==> src/plti_pkg.sv <==
// Shared types and constants for the piecewise-linear table interpolator.
// No dependencies; compiled before every other file of the block.
package plti_pkg;

  // default table depth, overridable from the top level
  localparam int unsigned MAX_POINTS_DEF = 16;

  // field widths
  localparam int unsigned XW   = 16;  // x and y, unsigned Q8.8
  localparam int unsigned IDXW = 4;   // point_index field
  localparam int unsigned PCW  = 5;   // point_count register

  // divider widths: |dq * dy| < 2**32, |dx| < 2**16
  localparam int unsigned NUMW = 32;
  localparam int unsigned DENW = 16;

  // configuration port
  localparam int unsigned APB_AW = 3;
  localparam logic        REG_POINT_COUNT = 1'b0;
  localparam logic [PCW-1:0] POINT_COUNT_RST = 5'd15;
  localparam logic [PCW-1:0] POINT_COUNT_MIN = 5'd2;

  // item kinds
  localparam logic KIND_LOAD  = 1'b0;
  localparam logic KIND_QUERY = 1'b1;

  typedef enum logic [1:0] {
    ST_OK        = 2'd0,
    ST_SAT       = 2'd1,
    ST_ZERO_SPAN = 2'd2,
    ST_LOAD      = 2'd3
  } plti_status_e;

  typedef enum logic [3:0] {
    S_IDLE,
    S_SCAN,
    S_RD0,
    S_RD1,
    S_DIFF,
    S_MUL,
    S_SIGN,
    S_DIV,
    S_FIN,
    S_OUT
  } plti_state_e;

  // one breakpoint as stored in the table memory
  typedef struct packed {
    logic [XW-1:0] x;
    logic [XW-1:0] y;
  } plti_point_t;

  // divider handshake
  typedef struct packed {
    logic start;
  } plti_div_req_t;

  typedef struct packed {
    logic busy;
    logic done;
  } plti_div_sts_t;

endpackage

==> src/plti_div.sv <==
// Restoring unsigned divider, one quotient bit per cycle.
// Depends on plti_pkg for the handshake structs.
module plti_div import plti_pkg::*; #(
  parameter int unsigned NW = NUMW,
  parameter int unsigned DW = DENW
) (
  input  logic          clk_i,
  input  logic          rst_ni,
  input  plti_div_req_t req_i,
  input  logic [NW-1:0] num_i,
  input  logic [DW-1:0] den_i,
  output plti_div_sts_t sts_o,
  output logic [NW-1:0] quo_o,
  output logic [DW-1:0] rem_o
);

  localparam int unsigned CNTW = $clog2(NW + 1);

  logic            busy_q, busy_d;
  logic            done_q, done_d;
  logic [CNTW-1:0] cnt_q, cnt_d;
  logic [NW-1:0]   quo_q, quo_d;
  logic [DW-1:0]   rem_q, rem_d;
  logic [DW-1:0]   den_q, den_d;
  logic [DW:0]     rem_sh;
  logic [DW:0]     rem_sub;
  logic            ge;

  // one restoring step
  assign rem_sh  = {rem_q, quo_q[NW-1]};
  assign rem_sub = rem_sh - {1'b0, den_q};
  assign ge      = (rem_sh >= {1'b0, den_q});

  always_comb begin
    busy_d = busy_q;
    done_d = 1'b0;
    cnt_d  = cnt_q;
    quo_d  = quo_q;
    rem_d  = rem_q;
    den_d  = den_q;
    if (req_i.start) begin
      busy_d = 1'b1;
      cnt_d  = CNTW'(NW);
      quo_d  = num_i;
      rem_d  = '0;
      den_d  = den_i;
    end else if (busy_q) begin
      quo_d = {quo_q[NW-2:0], ge};
      rem_d = ge ? rem_sub[DW-1:0] : rem_sh[DW-1:0];
      cnt_d = cnt_q - CNTW'(1);
      if (cnt_q == CNTW'(1)) begin
        busy_d = 1'b0;
        done_d = 1'b1;
      end
    end
  end

  // control state
  always_ff @(posedge clk_i or negedge rst_ni) begin
    if (!rst_ni) begin
      busy_q <= 1'b0;
      done_q <= 1'b0;
      cnt_q  <= '0;
    end else begin
      busy_q <= busy_d;
      done_q <= done_d;
      cnt_q  <= cnt_d;
    end
  end

  // datapath
  always_ff @(posedge clk_i) begin
    quo_q <= quo_d;
    rem_q <= rem_d;
    den_q <= den_d;
  end

  assign sts_o.busy = busy_q;
  assign sts_o.done = done_q;
  assign quo_o      = quo_q;
  assign rem_o      = rem_q;

endmodule

==> config.mk <==
export PLATFORM = sky130hd
export DESIGN_NAME = plti_div
export DESIGN_NICKNAME = d
export VERILOG_FILES = /design/src/plti_pkg.sv /design/src/plti_div.sv
export SDC_FILE = /design/constraint.sdc
export NUM_CORES = 1
export LEC_CHECK = 0
export BUFFER_PORTS_ARGS = -buffer_cell sky130_fd_sc_hd__buf_2
export CAP_MARGIN = 20
export CORE_MARGIN = 2
export CORE_UTILIZATION = 50
export DETAILED_ROUTE_END_ITERATION = 8
export PLACE_DENSITY = 0.76
export SYNTH_ARGS = -nofsm -noshare
export SYNTH_HDL_FRONTEND = slang
export SYNTH_SLANG_ARGS = --single-unit
export TNS_END_PERCENT = 10
==> constraint.sdc <==
create_clock -name clk_i -period 3.3 [get_ports clk_i]
set_input_delay 0.33 -clock clk_i [delete_from_list [all_inputs] [get_ports clk_i]]
set_output_delay 0.33 -clock clk_i [all_outputs]
set_load 0.01 [all_outputs]
==> flow_metrics.env <==
export IMPL_status="finished, final reports clean"
export IMPL_min_period_ns=2.68
export IMPL_cts_setup_buffers=0
export IMPL_min_from="den_i[0]"
export IMPL_vias=3206
export IMPL_setup_worst_path_start="rem_o[14]"
export IMPL_required_ns=3.56
export IMPL_io_pins=101
export IMPL_root_buffer="clkbuf_8"
export IMPL_ys_ff_latch=72
export IMPL_netlist_instances=363
export IMPL_crit_family="compound AO/OA/AOI/OAI gates"
export IMPL_pre_cts_slack_ns=0.718
export IMPL_antenna_left=0
export IMPL_ff2ff_setup_slack_ns=0.62
export IMPL_final_util_pct=61.5
export IMPL_worst_path_largest_cell_delay_ns=0.49
export IMPL_end_kind="flop"
export IMPL_crit_chain="ha_1 > a211oi_1 > and3_1 > a21oi_1 > a221o_1 > o32a_1 > o31ai_1"
export IMPL_die_x_um=92.9
export IMPL_die_area_um2=8620
export IMPL_start_util_pct=51.4
export IMPL_maxCapViolations=0
export IMPL_whs_path_depth=1
export IMPL_port_buffers=100
export IMPL_netlist_area_um2=3950
export IMPL_whs_endpoint="den_q[0]"
export IMPL_htree_num_levels=3
export IMPL_cp_arrival_ns=2.94
export IMPL_cts_inserted_buffers=9
export IMPL_finalHoldViolCount=0
export IMPL_yosysWarningCount=0
export IMPL_synthFlopType="edfxtp_1"
export IMPL_clkSinkCount=72
export IMPL_grt_max_degree=36
export IMPL_num_rows=32
export IMPL_clock_fmax_mhz=373
export IMPL_clock_skew_ns=0.00925
export IMPL_clockBufferDepth=2
export IMPL_setup_viol=0
export IMPL_gr_total_overflow=0
export IMPL_crit_fanout=10
export IMPL_synth_fp_nets=433
export IMPL_wl_mm=9.54
export IMPL_setup_tns_ns=0
export IMPL_worst_pin_slew_ns=0.578
export IMPL_synth_area_per_cell_um2=10.9
export IMPL_hold_path_class="in2reg"
export IMPL_drtIter0Drc=204
export IMPL_slowest_stage="a221o_1"
export IMPL_n_antenna_cell=0
export IMPL_ir_worst_vdd_v=0.000262
export IMPL_clk_latency_ns=0.35
export IMPL_cts_tree="built"
export IMPL_gp_congestion=0.946
export IMPL_cp_start_kind="flop"
export IMPL_min_period_over_period_pct=81.2
export IMPL_powerDensity_nw_per_um2=497
export IMPL_antenna_found_initial=0
export IMPL_drc=0
export IMPL_multi_input_area_um2=1800
export IMPL_fill_cells=677
export IMPL_seq_area_um2=1960
export IMPL_async_flop_share_pct=11.1
export IMPL_leakage_uw=0.00209
export IMPL_synth_edff_count=48
export IMPL_cts_clk_slew_worst_paths_ns=0.08
export IMPL_first_global_vias=3165
export IMPL_finalMaxSlewViolations=0
export IMPL_criticalPathCategory="reg2reg"
export IMPL_slew_headroom_pct=60.9
export IMPL_die_h_um=92.9
export IMPL_grt_use_total_pct=22.9
export IMPL_r2r_end="rem_o[5]"
export IMPL_reg2reg_from="rem_o[14]"
export IMPL_rsz0062_at_grt="false"
export IMPL_final_nets=535
export IMPL_rr_worst_depth=7
export IMPL_drt_first_pass_iters=5
export IMPL_syn2layout_area_growth_pct=19.7
export IMPL_ys_types=53
export IMPL_viasPerCell=5.60
export IMPL_drive_gt1_share_pct=33.4
export IMPL_wl_per_cell_um=16.7
export IMPL_yosysSeqAreaShare_pct=49.7
export IMPL_grt_pass1_wl_mm=15.4
export IMPL_finalWorstSetupSlack_ns=0.620
export IMPL_cp_num_buf_inv=0
export IMPL_coreArea_um2=7690
export IMPL_dp_hpwl_mm=6.84
## cells in the mapped netlist, types with 6 or more instances
master / number / area share (%)
xnor2_1: 7 / 1.6
nor2_1: 25 / 2.4
edfxtp_1: 48 / 37
mux2_2: 31 / 8.8
nor3_1: 7 / 0.89
a21oi_1: 15 / 1.9
and3_1: 6 / 0.95
clkbuf_1: 8 / 0.76
o21ai_0: 18 / 2.3
ha_1: 18 / 5.7
dfxtp_1: 16 / 8.1
o21a_1: 6 / 1.1
dfrtp_1: 8 / 5.1
nand2_1: 26 / 2.5
nand3_1: 13 / 1.6
inv_1: 25 / 2.4
## report_power, final
part | switching, µW | internal (µW)
Clock | 350 | 273
Combinational | 304 | 254
Sequential | 76.3 | 1090
Total | 731 | 1620
## worst reg2reg max path: stages (launching register included)
cell	delay, ns
dfxtp_1	0.35
ha_1	0.36
a211oi_1	0.36
and3_1	0.43
a21oi_1	0.14
a221o_1	0.49
o32a_1	0.40
o31ai_1	0.06
## cell type report
class                           count  share of cell area, %
Clock buffer                        9                   2.62
Clock inverter                      7                   1.01
Inverter                           25                   1.99
Multi-Input combinational cell    248                   38.1
Sequential cell                    72                   41.5
Tap cell                          102                   2.70
Timing Repair Buffer              109                   12.1
## worst max path at each step
| stage | cells after the start | to |
|---|---|---|
| finish | 7 | rem_o[5] |
| global route | 8 | rem_o[7] |
| CTS | 8 | rem_o[5] |
| detailed placement | 7 | rem_o[5] |
| global placement | 8 | rem_o[5] |
| floorplan | 8 | quo_o[0] |
## cells by family (layout without fill, tap and decap cells)
family                     Yosys count  in the layout  share of synthesized area (%)
buffers and inverters               43            150                           4.72
AOI/OAI and AO/OA                   79             79                           13.7
DFF                                 72             72                           49.7
muxes                               36             36                           10.1
xor gates and xnor gates            12             12                           2.66
adders and majority gates           19             19                           6.21
and+or+nand+nor                    102            102                           12.9
## stage by stage
| stage | hold WS, ns | cells | instance area, µm² | power [µW] |
|---|---|---|---|---|
| floorplan | 0.0344 | 363 | 3950 | 1550 |
| global placement | 0.185 | 554 | 4540 | 1720 |
| detailed placement | 0.184 | 554 | 4540 | 1740 |
| CTS | 0.136 | 571 | 4720 | 2370 |
| global route | 0.131 | 572 | 4730 | 2480 |
| finish | 0.153 | 572 | 4730 | 2350 |
## state kept, by name, indices dropped and copies added (netlist names)
| name | flops |
|---|---|
| den_q | 16 |
| rem_o | 16 |
| done_q | 1 |
| cnt_q | 6 |
| quo_o | 32 |
| busy_q | 1 |
## what timing repair did
| item | in CTS | in global routing |
|---|---|---|
| hold buffers | 1 | 0 |
| endpoints found under the hold margin | 8 | 0 |
| resized for setup | 0 | 0 |
## cells in the final DEF, fill, tap and decap left out, types with 3 or more instances in the layout
cell      Yosys  layout
a32oi_1       5       5
xnor2_1       7       7
o21a_1        6       6
nand4b_1      5       5
o21ai_0      18      18
mux2_2       31      31
clkbuf_8      0       9
nor3_1        7       7
a21oi_1      15      15
dfrtp_1       8       8
nand3_1      13      13
and2_1        3       3
xor2_1        5       5
nand4_1       3       3
nor2b_1       3       3
buf_2         2     100
a311oi_1      3       3
edfxtp_1     48      48
a211oi_1      4       4
a221o_1       3       3
dfxtp_1      16      16
a21o_1        5       5
nor4_1        3       3
nand2_1      26      26
mux2i_1       5       5
nor2_1       25      25
ha_1         18      18
buf_4         2       8
and3_1        6       6
inv_1        25      25
## metal layers
metal,vias to the layer above,global-route usage (%),wire [µm]
met1,1520,30.3,4210
met5,-,0,0
li1,1549,-,-
met3,11,6.59,728
met2,126,36.4,4500
met4,0,7.48,107
No activity file was read; power rests on OpenSTA's default activity.
