`config.mk`:
```
export PLATFORM = sky130hd
export DESIGN_NAME = plti_ram
export DESIGN_NICKNAME = d
export VERILOG_FILES = /design/src/plti_ram.sv
export SDC_FILE = /design/constraint.sdc
export NUM_CORES = 1
export LEC_CHECK = 0
export BUFFER_PORTS_ARGS = -buffer_cell sky130_fd_sc_hd__buf_2
export CORE_MARGIN = 3
export CORE_UTILIZATION = 69
export CTS_BUF_LIST = sky130_fd_sc_hd__clkbuf_2
export CTS_CLUSTER_SIZE = 28
export DETAILED_ROUTE_END_ITERATION = 6
export PLACE_DENSITY = 0.89
export SYNTH_ARGS = -nofsm -noshare
export SYNTH_HDL_FRONTEND = slang
export SYNTH_SLANG_ARGS = --single-unit
```
`constraint.sdc`:
```
create_clock -name clk_i -period 4.95 [get_ports clk_i]
set_input_delay 0 -clock clk_i [delete_from_list [all_inputs] [get_ports clk_i]]
set_output_delay 0 -clock clk_i [all_outputs]
set_load 0.01 [all_outputs]
```
`src/plti_ram.sv`:
```
// Generic single-write, single-read RAM with registered read data.
// No dependencies.
module plti_ram #(
  parameter  int unsigned WIDTH = 32,
  parameter  int unsigned DEPTH = 16,
  localparam int unsigned AW    = (DEPTH > 1) ? $clog2(DEPTH) : 1
) (
  input  logic             clk_i,
  input  logic             we_i,
  input  logic [AW-1:0]    wr_addr_i,
  input  logic [WIDTH-1:0] wr_data_i,
  input  logic             rd_en_i,
  input  logic [AW-1:0]    rd_addr_i,
  output logic [WIDTH-1:0] rd_data_o
);

  logic [WIDTH-1:0] mem_q [DEPTH];
  logic [WIDTH-1:0] rd_data_q;

  // write port
  always_ff @(posedge clk_i) begin
    if (we_i) begin
      mem_q[wr_addr_i] <= wr_data_i;
    end
  end

  // registered read port
  always_ff @(posedge clk_i) begin
    if (rd_en_i) begin
      rd_data_q <= mem_q[rd_addr_i];
    end
  end

  assign rd_data_o = rd_data_q;

endmodule

```
==> results of run 1 <==
## synth_stat cells (all sizes together)
cell,number
a22oi,64
and2,1
buf,26
clkbuf,17
edfxtp,544
mux4,128
nand2,33
nand2b,2
nand3,1
nand3b,2
nor2,13
nor2b,2
nor3,4
or3b,1
## critical path, delay by kind of cell
family	cells	cell delay, ns
buffers and inverters	5	3.11
and+or+nand+nor	2	0.30
AOI/OAI and AO/OA	1	0.23
## area by class of cell
type | count | area (um^2)
flip-flops and latches | 544 | 16340
fillers | 1280 | 5184
multi-input cells | 251 | 3750
repair buffers | 185 | 1430
clock buffers | 181 | 905.9
well taps | 378 | 473.0
clock inverters | 45 | 232.7
diodes | 2 | 5.005
## sequential cells by signal (all words and copies together), names as in the netlist
signal     cells
mem_q        512
rd_data_o     32
## path summary, 6_finish.rpt
check,slack (ns),start,cells past startpoint,endpoint
hold / removal,0.25,rd_en_i,3,rd_data_o[9]
setup reg to reg,2.39,mem_q[9][7],5,rd_data_o[7]
hold reg to reg,0.68,mem_q[12][19],3,rd_data_o[19]
setup / recovery,2.17,rd_addr_i[3],8,rd_data_o[7]
## cell families (layout without fill, tap and decap cells)
family	after synthesis	count (layout)	synth area share, %
simple gates	59	59	1.253
other cells	0	2	0
flops	544	544	80.97
mux	128	128	14.29
buf+inv	43	411	1.104
compound gates	64	64	2.382
## metrics by stage
stage                     hold slack [ns]  utilization (%)  setup WS, ns
after floorplan                   0.09887                -         1.770
after global placement             0.3634            74.61         2.537
after detailed placement           0.3770            74.61         2.470
after CTS                          0.1451            81.68         2.500
after global routing               0.1891            81.69         2.174
final                              0.2462            81.69         2.171
## power by group through the flow
stage	sequential [mW]	combinational (mW)	clock (mW)
final	5.22	0.511	2.78
after global routing	5.22	0.542	3.05
after CTS	5.22	0.503	2.82
after detailed placement	5.32	0.445	0
after global placement	5.31	0.421	0
after floorplan	5.32	0.248	0
## routing by layer
metal  vias up  wire length [um]  GRT usage [%]
met5         -                13              0
met4         2              1478          13.03
met3       136              5171          7.057
met2       823             23480          48.93
met1      5224             15970          42.43
li1       4247                 -              -
==> impl_metrics.env, run 1 <==
export IMPL_outcome="finished, final reports clean"
export IMPL_min_path_type="in -> reg"
export IMPL_cts_hold_buffers_added=86
export IMPL_critPathMaxFanout=14
export IMPL_end_kind="register"
export IMPL_dieArea_um2=31330
export IMPL_slowest_stage="dlygate4sd3_1"
export IMPL_postCtsResizedCells=0
export IMPL_cap_viol_max_count=0
export IMPL_drt_pass1_iterations=6
export IMPL_switchingPower_mw=2.047
export IMPL_core_um2=28320
export IMPL_via_count=10430
export IMPL_synth_nets=881
export IMPL_path_class="in -> reg"
export IMPL_relSlewSlack_pct=28.61
export IMPL_via_per_inst=6.578
export IMPL_worst_endpoint_required_ns=5.81
export IMPL_cts_max_level=4
export IMPL_die_y_um=177.0
export IMPL_track_usage_pct=30.75
export IMPL_stdcell_area_um2=23130
export IMPL_avgSynthCellArea_um2=24.07
export IMPL_cts_tree="done"
export IMPL_ioPinCount=75
export IMPL_final_common_cell="edfxtp_1"
export IMPL_ys_ff_latch=544
export IMPL_gp_congestion=0.7157
export IMPL_p_total_mw=8.503
export IMPL_worstPathCellList="dlygate4sd3_1, buf_2, nor2b_4, dlygate4sd3_1, a22oi_1, dlygate4sd3_1, nand2_1, dlygate4sd3_1"
export IMPL_netlist_instances=838
export IMPL_ir_drop_mv=0.1716
export IMPL_rsz0062_at_grt="false"
export IMPL_syn2layout_area_growth_pct=14.66
export IMPL_setup_violations=0
export IMPL_clock_power_share_pct=32.6
export IMPL_hold_viol=0
export IMPL_avgRoutedWirePerCell_um=29.08
export IMPL_p_leak_nw=7.717
export IMPL_rows=61
export IMPL_tightest_slew_ns=1.071
export IMPL_placed_cells=1272
export IMPL_path_clk_slew_ns=0.12
export IMPL_postCtsSetupBuffers=0
export IMPL_yosys_warnings=0
export IMPL_drv_slew=0
export IMPL_grt_max_degree=85
export IMPL_grt_first_pass_wirelength_um=67950
export IMPL_start_kind="input port"
export IMPL_power_density_nw_per_um2=367.6
export IMPL_numCtsBuffers=131
export IMPL_drive_gt1_share_pct=36.73
export IMPL_fin_setup_tns_ns=0
export IMPL_grt_pass1_vias=10910
export IMPL_io_buffers=74
export IMPL_fin_crit_ns=2.779
export IMPL_first_iter_violations=1413
export IMPL_layout_nets=1156
export IMPL_ant_nets=0
export IMPL_skew_ns=0.1065
export IMPL_cts_sinks=544
export IMPL_ys_seq_area_share_pct=80.97
export IMPL_wl_um=46110
export IMPL_antenna_found_initial=2
export IMPL_start_util_pct=71.25
export IMPL_min_period_over_period_pct=56.14
export IMPL_seqPwrFrac_pct=61.4
export IMPL_yosysUniqueCellTypes=17
export IMPL_p_comb_share_pct=6.0
export IMPL_arrival_ns=3.64
export IMPL_p_int_mw=6.456
export IMPL_place_area_um2=21130
export IMPL_cp_slowest_stage_delay_ns=1.23
export IMPL_switching_share_pct=24.08
export IMPL_clockBufferDepth=3
export IMPL_yosysTopAreaCell="edfxtp_1"
export IMPL_synthTopCellsByArea="edfxtp_1, mux4_2, a22oi_1"
export IMPL_instances_no_fill=1586
export IMPL_root_buffer="clkbuf_2"
export IMPL_fmax_ghz=0.3599
export IMPL_hpwl_um=21700
export IMPL_mostFrequentLayoutCells="edfxtp_1, clkbuf_2, mux4_2, dlygate4sd3_1, buf_2"
export IMPL_synth_top_cell_area_share_pct=80.97
export IMPL_crit_top_cell="dlygate4sd3_1"
export IMPL_drcViolationCount=0
export IMPL_gr_total_overflow=0
export IMPL_die_w_um=177.0
export IMPL_syn_area_um2=20170
export IMPL_clk_latency_ns=0.98
No activity file was read; power rests on OpenSTA's default activity.
==> run 2, diff against run 1 <==
--- a/config.mk
+++ b/config.mk
@@ -7,11 +7,11 @@
 export LEC_CHECK = 0
 export BUFFER_PORTS_ARGS = -buffer_cell sky130_fd_sc_hd__buf_2
 export CORE_MARGIN = 3
-export CORE_UTILIZATION = 69
+export CORE_UTILIZATION = 64
 export CTS_BUF_LIST = sky130_fd_sc_hd__clkbuf_2
 export CTS_CLUSTER_SIZE = 28
 export DETAILED_ROUTE_END_ITERATION = 6
-export PLACE_DENSITY = 0.89
+export PLACE_DENSITY = 0.83
 export SYNTH_ARGS = -nofsm -noshare
 export SYNTH_HDL_FRONTEND = slang
 export SYNTH_SLANG_ARGS = --single-unit
==> constraint.sdc (replaced) <==
create_clock -name clk_i -period 2.64 [get_ports clk_i]
set_input_delay 0 -clock clk_i [delete_from_list [all_inputs] [get_ports clk_i]]
set_output_delay 0 -clock clk_i [all_outputs]
set_load 0.01 [all_outputs]
==> run 2 against run 1 <==
  * Via count is 2.8% lower
  * Non-clock buffer count is 12 higher
  * Global-route usage is 4.4 points lower
  * Final cell count is 1.0% higher
  * Sequential power is 87% higher
  * Count of clock-buffer cells in the layout is 2 higher
  * Critical path depth stayed put
  * Register-to-register slack worse by 2.2 ns
  * Core utilization is 5.8 points lower
  * Clock skew is 0.025 ns lower
  * Critical path type unchanged
  * Largest power group unchanged
==> impl_metrics.env, run 2 (synthesis gave the netlist of run 1 again) <==
export IMPL_die_w_um=183.5
export IMPL_ir_drop_mv=0.4387
export IMPL_fill_cells=1597
export IMPL_tightest_slew_ns=1.142
export IMPL_fin_crit_ns=2.577
export IMPL_clk_latency_ns=1.02
export IMPL_drcViolationCount=0
export IMPL_regMostFlops="mem_q"
export IMPL_path_clk_slew_ns=0.11
export IMPL_setup_violations=0
export IMPL_relSlewSlack_pct=23.69
export IMPL_rsz0062_at_grt="false"
export IMPL_ioPinCount=75
export IMPL_postCtsResizedCells=0
export IMPL_final_common_cell="edfxtp_1"
export IMPL_gp_congestion=0.7381
export IMPL_grt_pass1_vias=10780
export IMPL_worstPathCellList="dlygate4sd3_1, buf_2, nor2b_4, dlygate4sd3_1, a22oi_1, dlygate4sd3_1, nand2_1, dlygate4sd3_1"
export IMPL_via_per_inst=6.327
export IMPL_skew_ns=0.08191
export IMPL_numCtsBuffers=130
export IMPL_critPathMaxFanout=13
export IMPL_dp_worst_setup_slack_ns=0.7249
export IMPL_grt_max_degree=33
export IMPL_via_count=10140
export IMPL_track_usage_pct=26.37
export IMPL_cts_sinks=544
export IMPL_placed_cells=1305
export IMPL_first_iter_violations=981
export IMPL_antenna_found_initial=1
export IMPL_drv_slew=0
export IMPL_final_core_util_pct=75.85
export IMPL_p_leak_nw=7.832
export IMPL_stdcell_area_um2=23380
export IMPL_start_kind="input port"
export IMPL_outcome="finished, final reports clean"
export IMPL_worst_slack_ns=0.06326
export IMPL_wl_um=42630
export IMPL_place_area_um2=21390
export IMPL_drt_pass1_iterations=5
export IMPL_avgRoutedWirePerCell_um=26.61
export IMPL_grt_first_pass_wirelength_um=64380
export IMPL_min_path_type="in -> reg"
export IMPL_path_buf_inv=5
export IMPL_cts_max_level=4
export IMPL_clockBufferDepth=3
export IMPL_layout_nets=1167
export IMPL_root_buffer="clkbuf_2"
export IMPL_cp_slowest_stage_delay_ns=1.13
export IMPL_fmax_ghz=0.3881
export IMPL_io_buffers=74
export IMPL_fin_setup_tns_ns=0
export IMPL_worst_endpoint_required_ns=3.51
export IMPL_instances_no_fill=1602
export IMPL_syn2layout_area_growth_pct=15.91
export IMPL_crit_top_cell="dlygate4sd3_1"
export IMPL_drive_gt1_share_pct=38.09
export IMPL_largest_register_ffs=512
export IMPL_arrival_ns=3.44
export IMPL_slowest_stage="dlygate4sd3_1"
export IMPL_cap_viol_max_count=0
export IMPL_power_density_nw_per_um2=686.8
export IMPL_critical_path_top_delay_family="buffers and inverters"
export IMPL_mostFrequentLayoutCells="edfxtp_1, clkbuf_2, mux4_2, dlygate4sd3_1, buf_2"
export IMPL_path_class="in -> reg"
export IMPL_die_y_um=183.5
export IMPL_ant_nets=0
export IMPL_core_um2=30830
export IMPL_rows=64
export IMPL_min_period_over_period_pct=97.60
export IMPL_gr_total_overflow=0
export IMPL_cts_tree="done"
export IMPL_hold_viol=0
export IMPL_hpwl_um=22720
export IMPL_start_util_pct=65.44
export IMPL_dieArea_um2=33690
export IMPL_end_kind="register"
run 2: cell types whose count changed in the layout (fill, tap and decap cells not counted), moves of 3 or more:
cell / before / now
clkinv_1: 31 / 17
buf_12: 0 / 8
buf_4: 26 / 33
nor3_2: 4 / 0
nor3_4: 0 / 4
bufinv_16: 1 / 4
dlygate4sd3_1: 86 / 83
run 2: power breakdown:
part | switching, mW | total (mW) | internal [mW]
combinational | 0.532 | 0.967 | 0.435
clock | 3.08 | 5.32 | 2.24
sequential | 0.0560 | 9.77 | 9.72
run 2: repair_timing:
item / in CTS / in global routing
hold buffers: 83 / 0
hold endpoints to repair: 961 / 0
setup buffers: 0 / 0
run 2: tightest hold or removal path: cells and delay by family:
family	cells	cell delay (ns)
buffers and inverters	3	1.00
AND/OR/NAND/NOR	1	0.08
run 2: final timing paths:
check / start / end / slack (ns) / cells after the start
hold reg to reg: mem_q[6][20] / rd_data_o[20] / 0.72 / 3
setup / recovery: rd_addr_i[3] / rd_data_o[23] / 0.06 / 8
hold / removal: wr_addr_i[0] / mem_q[8][28] / 0.25 / 4
setup reg to reg: mem_q[10][23] / rd_data_o[23] / 0.15 / 5
run 2: cell type report:
cell class                      count  area (um^2)  share of cell area, %
Multi-Input combinational cell    251         3775                  16.14
Sequential cell                   544        16340                  69.86
Timing Repair Buffer              197         1613                  6.897
Antenna cell                        1        2.502                0.01070
Clock buffer                      183        915.9                  3.917
Clock inverter                     30        246.5                  1.054
Tap cell                          396        495.5                  2.119
run 2: per-stage QoR:
stage               total power [mW]  hold WS, ns
global placement               10.79       0.3685
global route                   16.71       0.1857
floorplan                      10.44      0.09887
finish                         16.06       0.2543
detailed placement             10.83       0.3786
CTS                            16.19       0.1664
run 2: layer usage:
metal | wire, um | vias to the layer above | GRT usage, %
met5 | 0 | - | 0
met4 | 1003 | 0 | 9.720
met3 | 3571 | 90 | 6.450
met2 | 21960 | 567 | 42.82
met1 | 16100 | 5230 | 35.86
li1 | - | 4249 | -
==> run 3, diff against run 2 <==
==> constraint.sdc (replaced) <==
create_clock -name clk_i -period 2.45 [get_ports clk_i]
set_input_delay 0 -clock clk_i [delete_from_list [all_inputs] [get_ports clk_i]]
set_output_delay 0 -clock clk_i [all_outputs]
set_load 0.01 [all_outputs]
==> run 3 against run 2 <==
  * Combinational power rose by 9.6%
  * First-iteration DRC count increased by 14%
  * Power increased by 10%
  * Via count increased by 2.3%
  * Global-route usage grew 2.0 points
  * Sequential share of layout area fell by 0.58 points
  * Non-clock buffer count shrank 5
  * Core utilization rose by 0.63 points
  * Setup slack improved by 0.30 ns
  * Count of clock-buffer cells in the layout rose by 8
  * Highest routed layer unchanged
==> impl_metrics.env, run 3 (synthesis gave the netlist of run 1 again) <==
export IMPL_outcome="finished, final reports clean"
export IMPL_syn2layout_area_growth_pct=16.88
export IMPL_rows=64
export IMPL_power_density_nw_per_um2=751.1
export IMPL_p_leak_nw=7.895
export IMPL_worstHoldStart="wr_addr_i[1]"
export IMPL_place_area_um2=21520
export IMPL_p_comb_share_pct=6.0
export IMPL_clk_latency_ns=1.06
export IMPL_grt_pass1_vias=11010
export IMPL_gp_congestion=0.7311
export IMPL_setup_violations=0
export IMPL_fin_crit_ns=2.087
export IMPL_end_kind="register"
export IMPL_numCtsBuffers=132
export IMPL_core_um2=30830
export IMPL_rrSetupSlack_ns=0.46
export IMPL_rsz0062_at_grt="false"
export IMPL_stdcell_area_um2=23580
export IMPL_cap_viol_max_count=0
export IMPL_skew_ns=0.07990
export IMPL_root_buffer="clkbuf_2"
export IMPL_wl_um=45860
export IMPL_die_w_um=183.5
export IMPL_clock_power_share_pct=34.5
export IMPL_top_layer_used="met4"
export IMPL_grt_max_degree=46
export IMPL_ir_drop_mv=0.4704
export IMPL_min_period_over_period_pct=85.18
export IMPL_hold_viol=0
export IMPL_gr_total_overflow=0
export IMPL_switching_share_pct=23.47
export IMPL_seqPwrFrac_pct=59.5
export IMPL_drv_slew=0
export IMPL_dieArea_um2=33690
export IMPL_postCtsSetupBuffers=0
export IMPL_relSlewSlack_pct=31.67
export IMPL_via_count=10370
export IMPL_timing_rr_end="rd_data_o[6]"
export IMPL_wl_met3_um=4313
export IMPL_antenna_found_initial=1
export IMPL_mostFrequentLayoutCells="edfxtp_1, clkbuf_2, mux4_2, dlygate4sd3_1, buf_2"
export IMPL_reg2reg_from="mem_q[0][6]"
export IMPL_avgRoutedWirePerCell_um=28.48
export IMPL_grt_first_pass_wirelength_um=68220
export IMPL_final_common_cell="edfxtp_1"
export IMPL_tightest_slew_ns=1.022
export IMPL_fin_setup_tns_ns=0
export IMPL_path_clk_slew_ns=0.09
export IMPL_largest_register_ffs=512
export IMPL_drcViolationCount=0
export IMPL_switchingPower_mw=4.156
export IMPL_p_int_mw=13.55
export IMPL_route_met2_wl_um=23690
export IMPL_critPathMaxFanout=15
export IMPL_via_per_inst=6.442
export IMPL_drt_pass1_iterations=5
export IMPL_met1_length_um=16220
export IMPL_holdPathEnd="mem_q[4][10]"
export IMPL_track_usage_pct=28.41
export IMPL_min_path_type="in -> reg"
export IMPL_cts_max_level=4
export IMPL_cts_sinks=544
export IMPL_regMostFlops="mem_q"
export IMPL_first_iter_violations=1120
export IMPL_io_buffers=74
export IMPL_path_class="in -> reg"
export IMPL_fill_cells=1595
export IMPL_cts_tree="done"
export IMPL_whs_ns=0.2111
export IMPL_ioPinCount=75
export IMPL_whs_path_depth=4
export IMPL_ant_nets=0
export IMPL_worst_endpoint_required_ns=3.36
export IMPL_arrival_ns=3.00
export IMPL_drive_gt1_share_pct=38.37
export IMPL_layout_nets=1164
export IMPL_fmax_ghz=0.4792
export IMPL_hpwl_um=21880
export IMPL_start_kind="input port"
export IMPL_rr_worst_depth=4
export IMPL_die_y_um=183.5
export IMPL_clockBufferDepth=3
export IMPL_start_util_pct=65.44
==> run 3: power groups by stage <==
| stage | combinational [mW] | clock [mW] | sequential (mW) |
|---|---|---|---|
| detailed placement | 0.939 | 0 | 10.7 |
| floorplan | 0.501 | 0 | 10.7 |
| global placement | 0.907 | 0 | 10.7 |
| global route | 1.13 | 6.68 | 10.6 |
| finish | 1.06 | 6.11 | 10.5 |
| CTS | 1.05 | 6.16 | 10.5 |
==> run 3: worst max-delay path, stage by stage <==
cell           delay (ns)
dlygate4sd3_1        0.52
buf_2                0.18
nor2b_4              0.19
dlygate4sd3_1        1.24
a22oi_1              0.18
dlygate4sd3_1        0.62
nand2_1              0.06
==> run 3: routing by layer <==
metal | vias to the layer above | track usage (%)
met5 | - | 0
met4 | 0 | 13.10
met3 | 133 | 6.866
met2 | 696 | 46.58
met1 | 5283 | 36.97
li1 | 4260 | -
==> run 3: timing repair <==
action / CTS / global route
hold buffers: 82 / 0
endpoints found under the hold margin: 1034 / 0
setup endpoints to repair: 0 / 1
resized for setup: 0 / 1
==> run 3: through the flow <==
step           std cells  power, mW  setup WS (ns)  utilization (%)
3_3_place_gp        1302      11.63         0.6268            69.79
2_1_floorplan        838      11.25         0.1420                -
3_5_place_dp        1302      11.68         0.5916            69.79
5_1_grt             1610      18.37         0.4319            76.48
4_1_cts             1609      17.74        0.03979            76.48
6_report            1610      17.71         0.3632            76.48
==> run 3: worst max path at each step <==
stage | start | endpoint | slack [ns] | depth (start not counted)
final | rd_addr_i[2] | rd_data_o[6] | 0.36 | 7
after global routing | rd_addr_i[2] | rd_data_o[6] | 0.43 | 7
after CTS | mem_q[11][8] | rd_data_o[8] | 0.04 | 5
after detailed placement | rd_addr_i[0] | rd_data_o[25] | 0.59 | 5
after global placement | rd_addr_i[0] | rd_data_o[29] | 0.63 | 5
after floorplan | wr_addr_i[2] | mem_q[1][0] | 0.14 | 2
==> run 3: cell type report <==
cell class | count | area (um^2) | area share [%]
sequential | 544 | 16340 | 69.28
multi-input combinational | 251 | 3780 | 16.03
timing repair buffer | 192 | 1720 | 7.296
clock buffer | 191 | 955.9 | 4.054
tap | 396 | 495.5 | 2.101
clock inverter | 34 | 286.5 | 1.215
antenna | 2 | 5.005 | 0.02123
